[src/hw/rtl/acpu_pkg.sv]
// Shared constants, codes and types of the accumulator CPU core.
package acpu_pkg;

	// Storage sizes. Both depths are powers of two, so an index is a plain part-select.
	localparam int MEM_DEPTH = 2048;
	localparam int IO_DEPTH  = 32;
	localparam int MEM_AW    = $clog2(MEM_DEPTH);
	localparam int IO_AW     = $clog2(IO_DEPTH);

	// The clearing sweep after reset covers the deeper of the two stores.
	localparam int CLR_DEPTH = (MEM_DEPTH > IO_DEPTH) ? MEM_DEPTH : IO_DEPTH;
	localparam int CLR_AW    = $clog2(CLR_DEPTH);

	// Fixed field widths.
	localparam int ADDR_W = 11;
	localparam int MODE_W = 3;
	localparam int DATA_W = 8;
	localparam int OPC_W  = 5;
	localparam int FLAG_W = 4;

	// Item modes.
	localparam logic [MODE_W-1:0] MODE_WR_MEM = 3'd0;
	localparam logic [MODE_W-1:0] MODE_RD_MEM = 3'd1;
	localparam logic [MODE_W-1:0] MODE_WR_IO  = 3'd2;
	localparam logic [MODE_W-1:0] MODE_RD_IO  = 3'd3;
	localparam logic [MODE_W-1:0] MODE_STEP   = 3'd4;

	// Opcodes.
	localparam logic [OPC_W-1:0] OP_WM   = 5'd1;
	localparam logic [OPC_W-1:0] OP_RM   = 5'd2;
	localparam logic [OPC_W-1:0] OP_BR   = 5'd3;
	localparam logic [OPC_W-1:0] OP_RIO  = 5'd4;
	localparam logic [OPC_W-1:0] OP_WIO  = 5'd5;
	localparam logic [OPC_W-1:0] OP_WB   = 5'd6;
	localparam logic [OPC_W-1:0] OP_WIB  = 5'd7;
	localparam logic [OPC_W-1:0] OP_WACC = 5'd9;
	localparam logic [OPC_W-1:0] OP_RACC = 5'd11;
	localparam logic [OPC_W-1:0] OP_SWAP = 5'd14;
	localparam logic [OPC_W-1:0] OP_BRLT = 5'd17;
	localparam logic [OPC_W-1:0] OP_BRGT = 5'd18;
	localparam logic [OPC_W-1:0] OP_BRNE = 5'd19;
	localparam logic [OPC_W-1:0] OP_BRE  = 5'd20;
	localparam logic [OPC_W-1:0] OP_SHR  = 5'd21;
	localparam logic [OPC_W-1:0] OP_SHL  = 5'd22;
	localparam logic [OPC_W-1:0] OP_XOR  = 5'd23;
	localparam logic [OPC_W-1:0] OP_NOT  = 5'd24;
	localparam logic [OPC_W-1:0] OP_OR   = 5'd25;
	localparam logic [OPC_W-1:0] OP_AND  = 5'd26;
	localparam logic [OPC_W-1:0] OP_MUL  = 5'd27;
	localparam logic [OPC_W-1:0] OP_SUB  = 5'd29;
	localparam logic [OPC_W-1:0] OP_ADD  = 5'd30;
	localparam logic [OPC_W-1:0] OP_EOP  = 5'd31;

	// Bit positions in the flag word.
	localparam int FLAG_ZF = 0;
	localparam int FLAG_CF = 1;
	localparam int FLAG_SF = 2;
	localparam int FLAG_OF = 3;

	// Commands from the controller to the datapath.
	typedef struct packed {
		logic              clr;
		logic [CLR_AW-1:0] clr_addr;
		logic              accept;
		logic              fetch_hi;
		logic              fetch_lo;
		logic              exec;
		logic              out_load;
	} acpu_cmd_t;

	// Status from the datapath to the controller.
	typedef struct packed {
		logic halted;
	} acpu_stat_t;

	// Result of the arithmetic and logic unit.
	typedef struct packed {
		logic [DATA_W-1:0] acc;
		logic [FLAG_W-1:0] flags;
		logic              take;
	} acpu_alu_res_t;

endpackage

[src/hw/rtl/acpu_ctrl.sv]
// Controller state machine of the accumulator CPU core.
module acpu_ctrl (
	input  logic                        clk,
	input  logic                        arst_n,
	input  logic                        in_valid,
	output logic                        in_stall,
	input  logic [acpu_pkg::MODE_W-1:0] in_mode,
	output logic                        out_valid,
	input  logic                        out_stall,
	input  acpu_pkg::acpu_stat_t        stat,
	output acpu_pkg::acpu_cmd_t         cmd
);
	import acpu_pkg::*;

	localparam logic [2:0] ST_CLEAR = 3'd0;
	localparam logic [2:0] ST_IDLE  = 3'd1;
	localparam logic [2:0] ST_FHI   = 3'd2;
	localparam logic [2:0] ST_FLO   = 3'd3;
	localparam logic [2:0] ST_EXEC  = 3'd4;
	localparam logic [2:0] ST_RESP  = 3'd5;

	localparam logic [CLR_AW-1:0] CLR_LAST = CLR_AW'(CLR_DEPTH - 1);

	logic [2:0]        state_q;
	logic [2:0]        state_d;
	logic [CLR_AW-1:0] clr_q;
	logic              out_valid_q;

	always_comb begin
		state_d      = state_q;
		cmd          = '0;
		cmd.clr_addr = clr_q;
		unique case (state_q)
			ST_CLEAR: begin
				cmd.clr = 1'b1;
				if (clr_q == CLR_LAST) begin
					state_d = ST_IDLE;
				end
			end
			ST_IDLE: begin
				if (in_valid) begin
					cmd.accept = 1'b1;
					if (in_mode == MODE_STEP && !stat.halted) begin
						state_d = ST_FHI;
					end else begin
						state_d = ST_RESP;
					end
				end
			end
			ST_FHI: begin
				cmd.fetch_hi = 1'b1;
				state_d      = ST_FLO;
			end
			ST_FLO: begin
				cmd.fetch_lo = 1'b1;
				state_d      = ST_EXEC;
			end
			ST_EXEC: begin
				cmd.exec = 1'b1;
				state_d  = ST_RESP;
			end
			ST_RESP: begin
				if (!out_valid_q || !out_stall) begin
					cmd.out_load = 1'b1;
					state_d      = ST_IDLE;
				end
			end
			default: begin
				state_d = ST_IDLE;
			end
		endcase
	end

	always_ff @(posedge clk or negedge arst_n) begin
		if (!arst_n) begin
			state_q     <= ST_CLEAR;
			clr_q       <= '0;
			out_valid_q <= 1'b0;
		end else begin
			state_q     <= state_d;
			out_valid_q <= cmd.out_load || (out_valid_q && out_stall);
			if (state_q == ST_CLEAR) begin
				clr_q <= clr_q + 1'b1;
			end
		end
	end

	assign in_stall  = (state_q != ST_IDLE);
	assign out_valid = out_valid_q;

endmodule

[config.mk]
export PLATFORM = sky130hd
export DESIGN_NAME = acpu_ctrl
export DESIGN_NICKNAME = d
export VERILOG_FILES = /design/src/hw/rtl/acpu_pkg.sv /design/src/hw/rtl/acpu_ctrl.sv
export SDC_FILE = /design/constraint.sdc
export NUM_CORES = 1
export LEC_CHECK = 0
export BUFFER_PORTS_ARGS = -buffer_cell sky130_fd_sc_hd__buf_2
export CAP_MARGIN = 20
export CORE_UTILIZATION = 42
export CTS_CLUSTER_SIZE = 10
export DETAILED_ROUTE_END_ITERATION = 7
export GPL_TIMING_DRIVEN = 0
export PLACE_DENSITY = 0.72
export SLEW_MARGIN = 20
export SYNTH_ARGS = -nofsm -noshare
export SYNTH_HDL_FRONTEND = slang
export SYNTH_SLANG_ARGS = --single-unit
export TNS_END_PERCENT = 5
[constraint.sdc]
create_clock -name clk -period 1.4 [get_ports clk]
set_input_delay 0.21 -clock clk [delete_from_list [all_inputs] [get_ports clk]]
set_output_delay 0.21 -clock clk [all_outputs]
set_load 0.03 [all_outputs]
==> out/summary.json, run 1 <==
{
  "synth": {
    "synth_sequential_area_ratio_pct": 50.6,
    "fraction_of_synthesized_cell_area_in_xor_and_xnor_cells_pct": 11.8,
    "synthCells": 69,
    "synth.distinct_cells": 25,
    "synth.net_count": 78,
    "postSynthAreaPerCell_um2": 10.8,
    "synth-warning-count": 0,
    "portion_of_synthesized_cell_area_occupied_by_the_leading_cell_type_pct": 50.6,
    "yosysTopAreaCell": "dfrtp_1",
    "synth_top_family_by_area": "simple AND/OR/NAND/NOR gates",
    "synth-simple-area-share_pct": 23.9,
    "adder_cell_fraction_of_synth_area_pct": 1.69,
    "synth-seq-cells": 15,
    "yosys-top-cells-area": "dfrtp_1, xnor2_1, nand2_1",
    "synth-compound-area-share_pct": 7.42,
    "syn-cell-area_um2": 742,
    "post_synth_mux_area_share_pct": 1.52
  },
  "power_and_ir_drop": {
    "maximum_vdd_drop_mv": 1.10,
    "pwr_density_cell_mw_per_mm2": 1480,
    "power.leakage_uw": 0.000564
  },
  "flow_run": {
    "max_cap_viol_count": 0
  },
  "placement": {
    "globalplace.congestion": 0.728,
    "detailedPlacementHpwl_um": 1100,
    "port_buffers": 26,
    "post-place-ws_ns": -0.104
  },
  "detailed_routing": {
    "num_vias": 659,
    "via_per_inst": 5.31,
    "drt_pass1_iterations": 6,
    "detail_route.wl_per_cell_um": 13.3,
    "remaining_design_rule_violation_count": 0,
    "drt_iter0_markers": 14,
    "detail_route.wirelength_um": 1650,
    "detail-route-antenna-nets": 0
  },
  "worst_hold_path": {
    "hold_start": "out_stall",
    "min_path_type": "in -> reg"
  },
  "worst_setup_path": {
    "cp_data_required_time_ns": 1.19,
    "critPathLaunch": "state_q[1]",
    "worstPathArrival_ns": 1.29,
    "worstPathMaxFanout": 5,
    "setup.worst_path.class": "reg -> out",
    "reg2reg_from": "state_q[1]",
    "regToRegSetupSlack_ns": -0.08,
    "worstSetupEndpointType": "output pin",
    "start_kind": "register"
  },
  "timing": {
    "worst_clock_skew_ns": 0.00205,
    "grt_setup_unrepaired": "yes",
    "final.setup.worst_slack_ns": -0.0986,
    "slew-limit-headroom_pct": 66.5,
    "timing_hold_violations_final": 0,
    "timing_max_transition_violations_final": 0,
    "tns_ns": -0.593,
    "maxClockFrequency_ghz": 0.667,
    "layout_worst_path_cycle_share_pct": 107,
    "period_minus_slack_ns": 1.50,
    "timing.final.setup_violations": 12,
    "max_slew.worst_pin.slew_ns": 0.495
  },
  "global_route": {
    "grt_start_max_net_pins": 16,
    "grt_pass1_wl_um": 2550,
    "track_usage_pct": 18.2,
    "antenna_found_initial": 0,
    "grt_remaining_overflow": 0,
    "first_global_vias": 580
  },
  "clock_tree": {
    "clkSinkCount": 15,
    "cts_buffers": 3,
    "clock_insertion_delay_worst_skew_ns": 0.28,
    "root_buffer": "clkbuf_4",
    "worst_setup_hold_path_clk_slew_ns": 0.09,
    "tritoncts": "done",
    "cts_buffer_depth": 2,
    "cts-htree-levels": 1
  },
  "die": {
    "die-width_um": 44.0,
    "fp.dieArea_mm2": 0.00194,
    "number_of_core_rows": 14,
    "start_util_pct": 47.1,
    "chipHeight_um": 44.0,
    "boundaryPins": 27,
    "coreArea_mm2": 0.00158
  },
  "cells_and_area": {
    "most_common_cell_after_layout_fill_and_taps_aside": "buf_2",
    "n_antenna_cell": 0,
    "fin_nets": 118,
    "final.fill_count": 122,
    "area.growth.synth_to_final_pct": 43.2,
    "final_core_util_pct": 67.4,
    "mostFrequentLayoutCells": "buf_2, dfrtp_1, buf_4",
    "drive_gt1_share_pct": 46.3
  },
  "outcome": {
    "violated_checks": "negative setup slack",
    "status": "finished, violations left"
  }
}
## routing by layer
metal | part of all wire (%) | up-vias | GRT usage [%] | routed length, um
li1 | - | 317 | - | -
met1 | 47 | 329 | 25.9 | 778
met2 | 50 | 13 | 28.2 | 828
met3 | 2.8 | 0 | 2.45 | 47
met4 | 0 | 0 | 7.27 | 0
met5 | 0 | - | 0 | 0
## stage by stage
stage          total power [uW]  cells  hold slack [ns]  instance area [um^2]
4_1_cts                    1570    123            0.183                  1050
3_5_place_dp               1180    111            0.131                   901
6_report                   1570    124            0.194                  1060
5_1_grt                    1650    124            0.207                  1060
2_1_floorplan              1010     69          -0.0856                   751
3_3_place_gp               1160    111            0.129                   901
## repair_timing
item / 4_1_cts / 5_1_grt
endpoints found under the setup margin: 14 / 16
pin swaps: 4 / 1
buffers inserted: 6 / 1
gates resized for setup: 19 / 0
hold buffers: 1 / 0
cloned: 1 / 0
endpoints found under the hold margin: 15 / 0
## Yosys cell counts (all sizes together)
master   n
ha       1
dfrtp   15
o21bai   1
and3     2
nor3b    1
buf      2
xnor2    7
o21ai    3
xor2     3
nor3     1
nand2    7
nand4    3
nor4b    1
a22o     2
and4     1
a21oi    3
inv      1
mux2     1
nor2     4
nand2b   3
and2     1
nor2b    2
nand3    4
## cell families (layout without fill, tap and decap cells)
family / count (synthesis) / count (layout)
AND/OR/NAND/NOR: 30 / 30
flip-flops: 15 / 15
XOR/XNOR: 10 / 10
AO/OA/AOI/OAI: 9 / 9
buffers and inverters: 3 / 42
adder cells (fa/ha/maj): 1 / 1
multiplexers: 1 / 1
## state kept, by name, summed over array words and instances, names as in the netlist
name	cells
clr_q	11
state_q	3
out_valid	1
## worst max-delay path, stage by stage (launching register included)
cell and delay (ns):
dfrtp_1 0.40, buf_6 0.14, nor2b_4 0.13, nand2_2 0.07, a21oi_2 0.12, buf_6 0.14
## power by group
group          switching [uW]  internal, uW
Sequential               89.2           509
Clock                     143           110
Combinational             423           298
Total                     655           917
## final timing paths
| path | end | cells after the start |
|---|---|---|
| setup / recovery | cmd[0] | 5 |
| hold / removal | out_valid | 3 |
| setup reg to reg | clr_q[7] | 6 |
| hold reg to reg | clr_q[7] | 1 |
| max in group asynchronous | state_q[0] | 2 |
| min in group asynchronous | clr_q[9] | 2 |
## cell type report
cell class                 count  area (um^2)  area share [%]
inverter                       1         3.75           0.353
buffer                         2         22.5            2.12
clock buffer                   4         26.3            2.47
timing repair buffer          35          224            21.1
tap                           16         20.0            1.88
multi-input combinational     51          389            36.6
sequential                    15          377            35.5
Power figures use the tool's default switching activity.
==> run 2: changes to the inputs <==
--- a/config.mk
+++ b/config.mk
@@ -12,6 +12,7 @@
 export DETAILED_ROUTE_END_ITERATION = 7
 export GPL_TIMING_DRIVEN = 0
 export PLACE_DENSITY = 0.72
+export REMOVE_ABC_BUFFERS = 1
 export SLEW_MARGIN = 20
 export SYNTH_ARGS = -nofsm -noshare
 export SYNTH_HDL_FRONTEND = slang
==> out/summary.json, run 2 (synthesized netlist as in run 1, its figures left out) <==
{
  "outcome": {
    "status": {"value": "finished, violations left", "change": "unchanged"},
    "violated_checks": {"value": "negative setup slack", "change": "unchanged"}
  },
  "detailed_routing": {
    "drt_iter0_markers": {"value": 14, "change": "unchanged"},
    "drt_pass1_iterations": {"value": 6, "change": "unchanged"},
    "detail_route.wirelength": {"value": 1730, "unit": "um", "change": "was 1650 um"},
    "via_per_inst": {"value": 5.43, "change": "was 5.31"},
    "num_vias": {"value": 662, "change": "was 659"},
    "detail-route-antenna-nets": {"value": 0, "change": "unchanged"},
    "detail_route.wl_per_cell": {"value": 14.2, "unit": "um", "change": "was 13.3 um"},
    "remaining_design_rule_violation_count": {"value": 0, "change": "unchanged"}
  },
  "timing": {
    "tns": {"value": -0.934, "unit": "ns", "change": "was -0.593 ns"},
    "final.setup.worst_slack": {"value": -0.117, "unit": "ns", "change": "was -0.0986 ns"},
    "timing.final.setup_violations": {"value": 13, "change": "was 12"},
    "timing_hold_violations_final": {"value": 0, "change": "unchanged"},
    "max_slew.worst_pin.slew": {"value": 0.554, "unit": "ns", "change": "was 0.495 ns"},
    "worst_clock_skew": {"value": 0.00413, "unit": "ns", "change": "was 0.00205 ns"},
    "grt_setup_unrepaired": {"value": "yes", "change": "unchanged"},
    "slew-limit-headroom": {"value": 62.6, "unit": "%", "change": "was 66.5%"},
    "layout_worst_path_cycle_share": {"value": 108, "unit": "%", "change": "was 107%"},
    "timing_max_transition_violations_final": {"value": 0, "change": "unchanged"},
    "period_minus_slack": {"value": 1.52, "unit": "ns", "change": "was 1.50 ns"},
    "final.hold.worst_slack": {"value": 0.187, "unit": "ns", "change": "was 0.194 ns"},
    "maxClockFrequency": {"value": 0.659, "unit": "GHz", "change": "was 0.667 GHz"}
  },
  "cells_and_area": {
    "drive_gt1_share": {"value": 50.9, "unit": "%", "change": "was 46.3%"},
    "largest_register_ff_count": {"value": 11, "change": "unchanged"},
    "most_common_cell_after_layout_fill_and_taps_aside": {"value": "buf_2", "change": "unchanged"},
    "fin_nets": {"value": 116, "change": "was 118"},
    "finish.cell_count_without_fillers": {"value": 122, "change": "was 124"},
    "regMostFlops": {"value": "clr_q", "change": "unchanged"},
    "n_antenna_cell": {"value": 0, "change": "unchanged"},
    "mostFrequentLayoutCells": {"value": "buf_2, dfrtp_1, buf_4", "change": "unchanged"},
    "area.growth.synth_to_final": {"value": 45.9, "unit": "%", "change": "was 43.2%"},
    "final_core_util": {"value": 68.7, "unit": "%", "change": "was 67.4%"}
  },
  "global_route": {
    "track_usage": {"value": 18.1, "unit": "%", "change": "was 18.2%"},
    "grt_start_max_net_pins": {"value": 16, "change": "unchanged"},
    "grt_pass1_wl": {"value": 2580, "unit": "um", "change": "was 2550 um"},
    "grt_remaining_overflow": {"value": 0, "change": "unchanged"},
    "first_global_vias": {"value": 587, "change": "was 580"},
    "antenna_found_initial": {"value": 0, "change": "unchanged"}
  },
  "clock_tree": {
    "clkSinkCount": {"value": 15, "change": "unchanged"},
    "cts-htree-levels": {"value": 1, "change": "unchanged"},
    "worst_setup_hold_path_clk_slew": {"value": 0.09, "unit": "ns", "change": "about the same"},
    "cts_buffers": {"value": 3, "change": "unchanged"},
    "cts_buffer_depth": {"value": 2, "change": "unchanged"},
    "tritoncts": {"value": "done", "change": "unchanged"},
    "root_buffer": {"value": "clkbuf_4", "change": "unchanged"},
    "clock_insertion_delay_worst_skew": {"value": 0.29, "unit": "ns", "change": "was 0.28 ns"}
  },
  "placement": {
    "globalplace.congestion": {"value": 0.689, "change": "was 0.728"},
    "port_buffers": {"value": 26, "change": "unchanged"},
    "detailedPlacementHpwl": {"value": 1010, "unit": "um", "change": "was 1100 um"},
    "placed_cells_incl_taps": {"value": 109, "change": "was 111"}
  },
  "die": {
    "boundaryPins": {"value": 27, "change": "unchanged"},
    "die-width": {"value": 44.0, "unit": "um", "change": "unchanged"},
    "start_util": {"value": 47.1, "unit": "%", "change": "unchanged"},
    "number_of_core_rows": {"value": 14, "change": "unchanged"},
    "coreArea": {"value": 0.00158, "unit": "mm^2", "change": "unchanged"},
    "chipHeight": {"value": 44.0, "unit": "um", "change": "unchanged"},
    "fp.dieArea": {"value": 0.00194, "unit": "mm^2", "change": "unchanged"}
  },
  "power_and_ir_drop": {
    "power.leakage": {"value": 0.000569, "unit": "uW", "change": "was 0.000564 uW"},
    "clock_power_share": {"value": 16.0, "unit": "%", "change": "was 16.1%"},
    "cell_internal_pwr": {"value": 939, "unit": "uW", "change": "was 917 uW"},
    "switching_share": {"value": 41.7, "unit": "%", "change": "about the same"},
    "pwr_density_cell": {"value": 1490, "unit": "mW/mm^2", "change": "was 1480 mW/mm^2"},
    "p_sw": {"value": 670, "unit": "uW", "change": "was 655 uW"},
    "finalPower": {"value": 1610, "unit": "uW", "change": "was 1570 uW"},
    "maximum_vdd_drop": {"value": 1.10, "unit": "mV", "change": "about the same"},
    "sequentialPowerShare": {"value": 39.0, "unit": "%", "change": "was 38.0%"},
    "power.combinational.fraction": {"value": 45.1, "unit": "%", "change": "was 45.9%"}
  },
  "flow_run": {
    "max_cap_viol_count": {"value": 0, "change": "unchanged"}
  },
  "worst_setup_path": {
    "r2r.worst_path.cells": {"value": 6, "change": "unchanged"},
    "regToRegSetupSlack": {"value": -0.12, "unit": "ns", "change": "was -0.08 ns"},
    "buffering_stage_count_on_the_worst_path_with_inverters_included": {"value": 2, "change": "unchanged"},
    "worstPathArrival": {"value": 1.70, "unit": "ns", "change": "was 1.29 ns"},
    "cpLargestDelayFamily": {"value": "simple AND/OR/NAND/NOR gates", "change": "was flip-flops"},
    "worst_path_max_delay_cell": {"value": "dfrtp_2", "change": "was dfrtp_1"},
    "critical_path_depth": {"value": 6, "change": "was 5"},
    "critical-path-max-stage-delay": {"value": 0.47, "unit": "ns", "change": "was 0.40 ns"},
    "cp_data_required_time": {"value": 1.58, "unit": "ns", "change": "was 1.19 ns"},
    "worstSetupEndpointType": {"value": "register", "change": "was output pin"},
    "worstPathMaxFanout": {"value": 6, "change": "was 5"},
    "start_kind": {"value": "register", "change": "unchanged"},
    "cp_cell_sequence": {"value": "buf_12, nor3_4, buf_6, and3_4, nand4_1, xnor2_1", "change": "was buf_6, nor2b_4, nand2_2, a21oi_2, buf_6"},
    "setup.worst_path.class": {"value": "reg -> reg", "change": "was reg -> out"}
  },
  "worst_hold_path": {
    "min_path_type": {"value": "in -> reg", "change": "unchanged"},
    "holdPathStages": {"value": 3, "change": "unchanged"}
  }
}
[run 2: cell types whose count changed in the layout (fill, tap and decap cells not counted), moves of 2 or more]
cell     previous run  this run
dfrtp_1            14        12
nor2_2              1         3
nor2_1              3         1
dfrtp_2             1         3
[run 2: power groups by stage]
stage | Combinational [uW] | Sequential [uW] | Clock (uW)
4_1_cts | 678 | 612 | 255
5_1_grt | 775 | 640 | 276
2_1_floorplan | 253 | 725 | 0
3_5_place_dp | 519 | 626 | 0
6_report | 725 | 627 | 257
3_3_place_gp | 508 | 621 | 0
[run 2: worst register-to-register path: stages (launching register included)]
cell and delay (ns):
dfrtp_2 0.47, buf_12 0.15, nor3_4 0.19, buf_6 0.16, and3_4 0.20, nand4_1 0.11
xnor2_1 0.14
[run 2: per-stage QoR]
stage | cell area (um^2) | worst slack [ns]
floorplan | 723 | -0.221
global placement | 873 | -0.120
detailed placement | 873 | -0.143
CTS | 1040 | -0.0863
global route | 1080 | -0.183
finish | 1080 | -0.117
[run 2: final timing paths]
path / startpoint / to
min in group asynchronous: arst_n / clr_q[9]
worst max-delay path: state_q[2] / clr_q[7]
max in group asynchronous: arst_n / state_q[0]
worst min-delay path: in_valid / state_q[1]
worst max register to register: state_q[2] / clr_q[7]
worst min register to register: clr_q[7] / clr_q[7]
[run 2: cell type report]
cell class                      count  area (um^2)
Timing Repair Buffer               35          243
Clock buffer                        4         26.3
Multi-Input combinational cell     51          410
Tap cell                           16         20.0
Inverter                            1         3.75
Fill cell                         121          494
Sequential cell                    15          379
[run 2: per-layer routing]
metal  GRT usage (%)  wire, um  up-vias
met5               0         0        -
li1                -         -      312
met2            29.4       858       15
met4            7.88        17        0
met1            23.2       790      331
met3            4.08        62        4
[run 2: timing repair]
item                                    in CTS  in global routing
endpoints found under the hold margin       15                  0
hold buffers                                 1                  0
gates cloned                                 0                  0
gates resized for setup                     17                 12
endpoints found under the setup margin      13                 16
setup buffers                                8                  0
pin swaps                                    3                  1
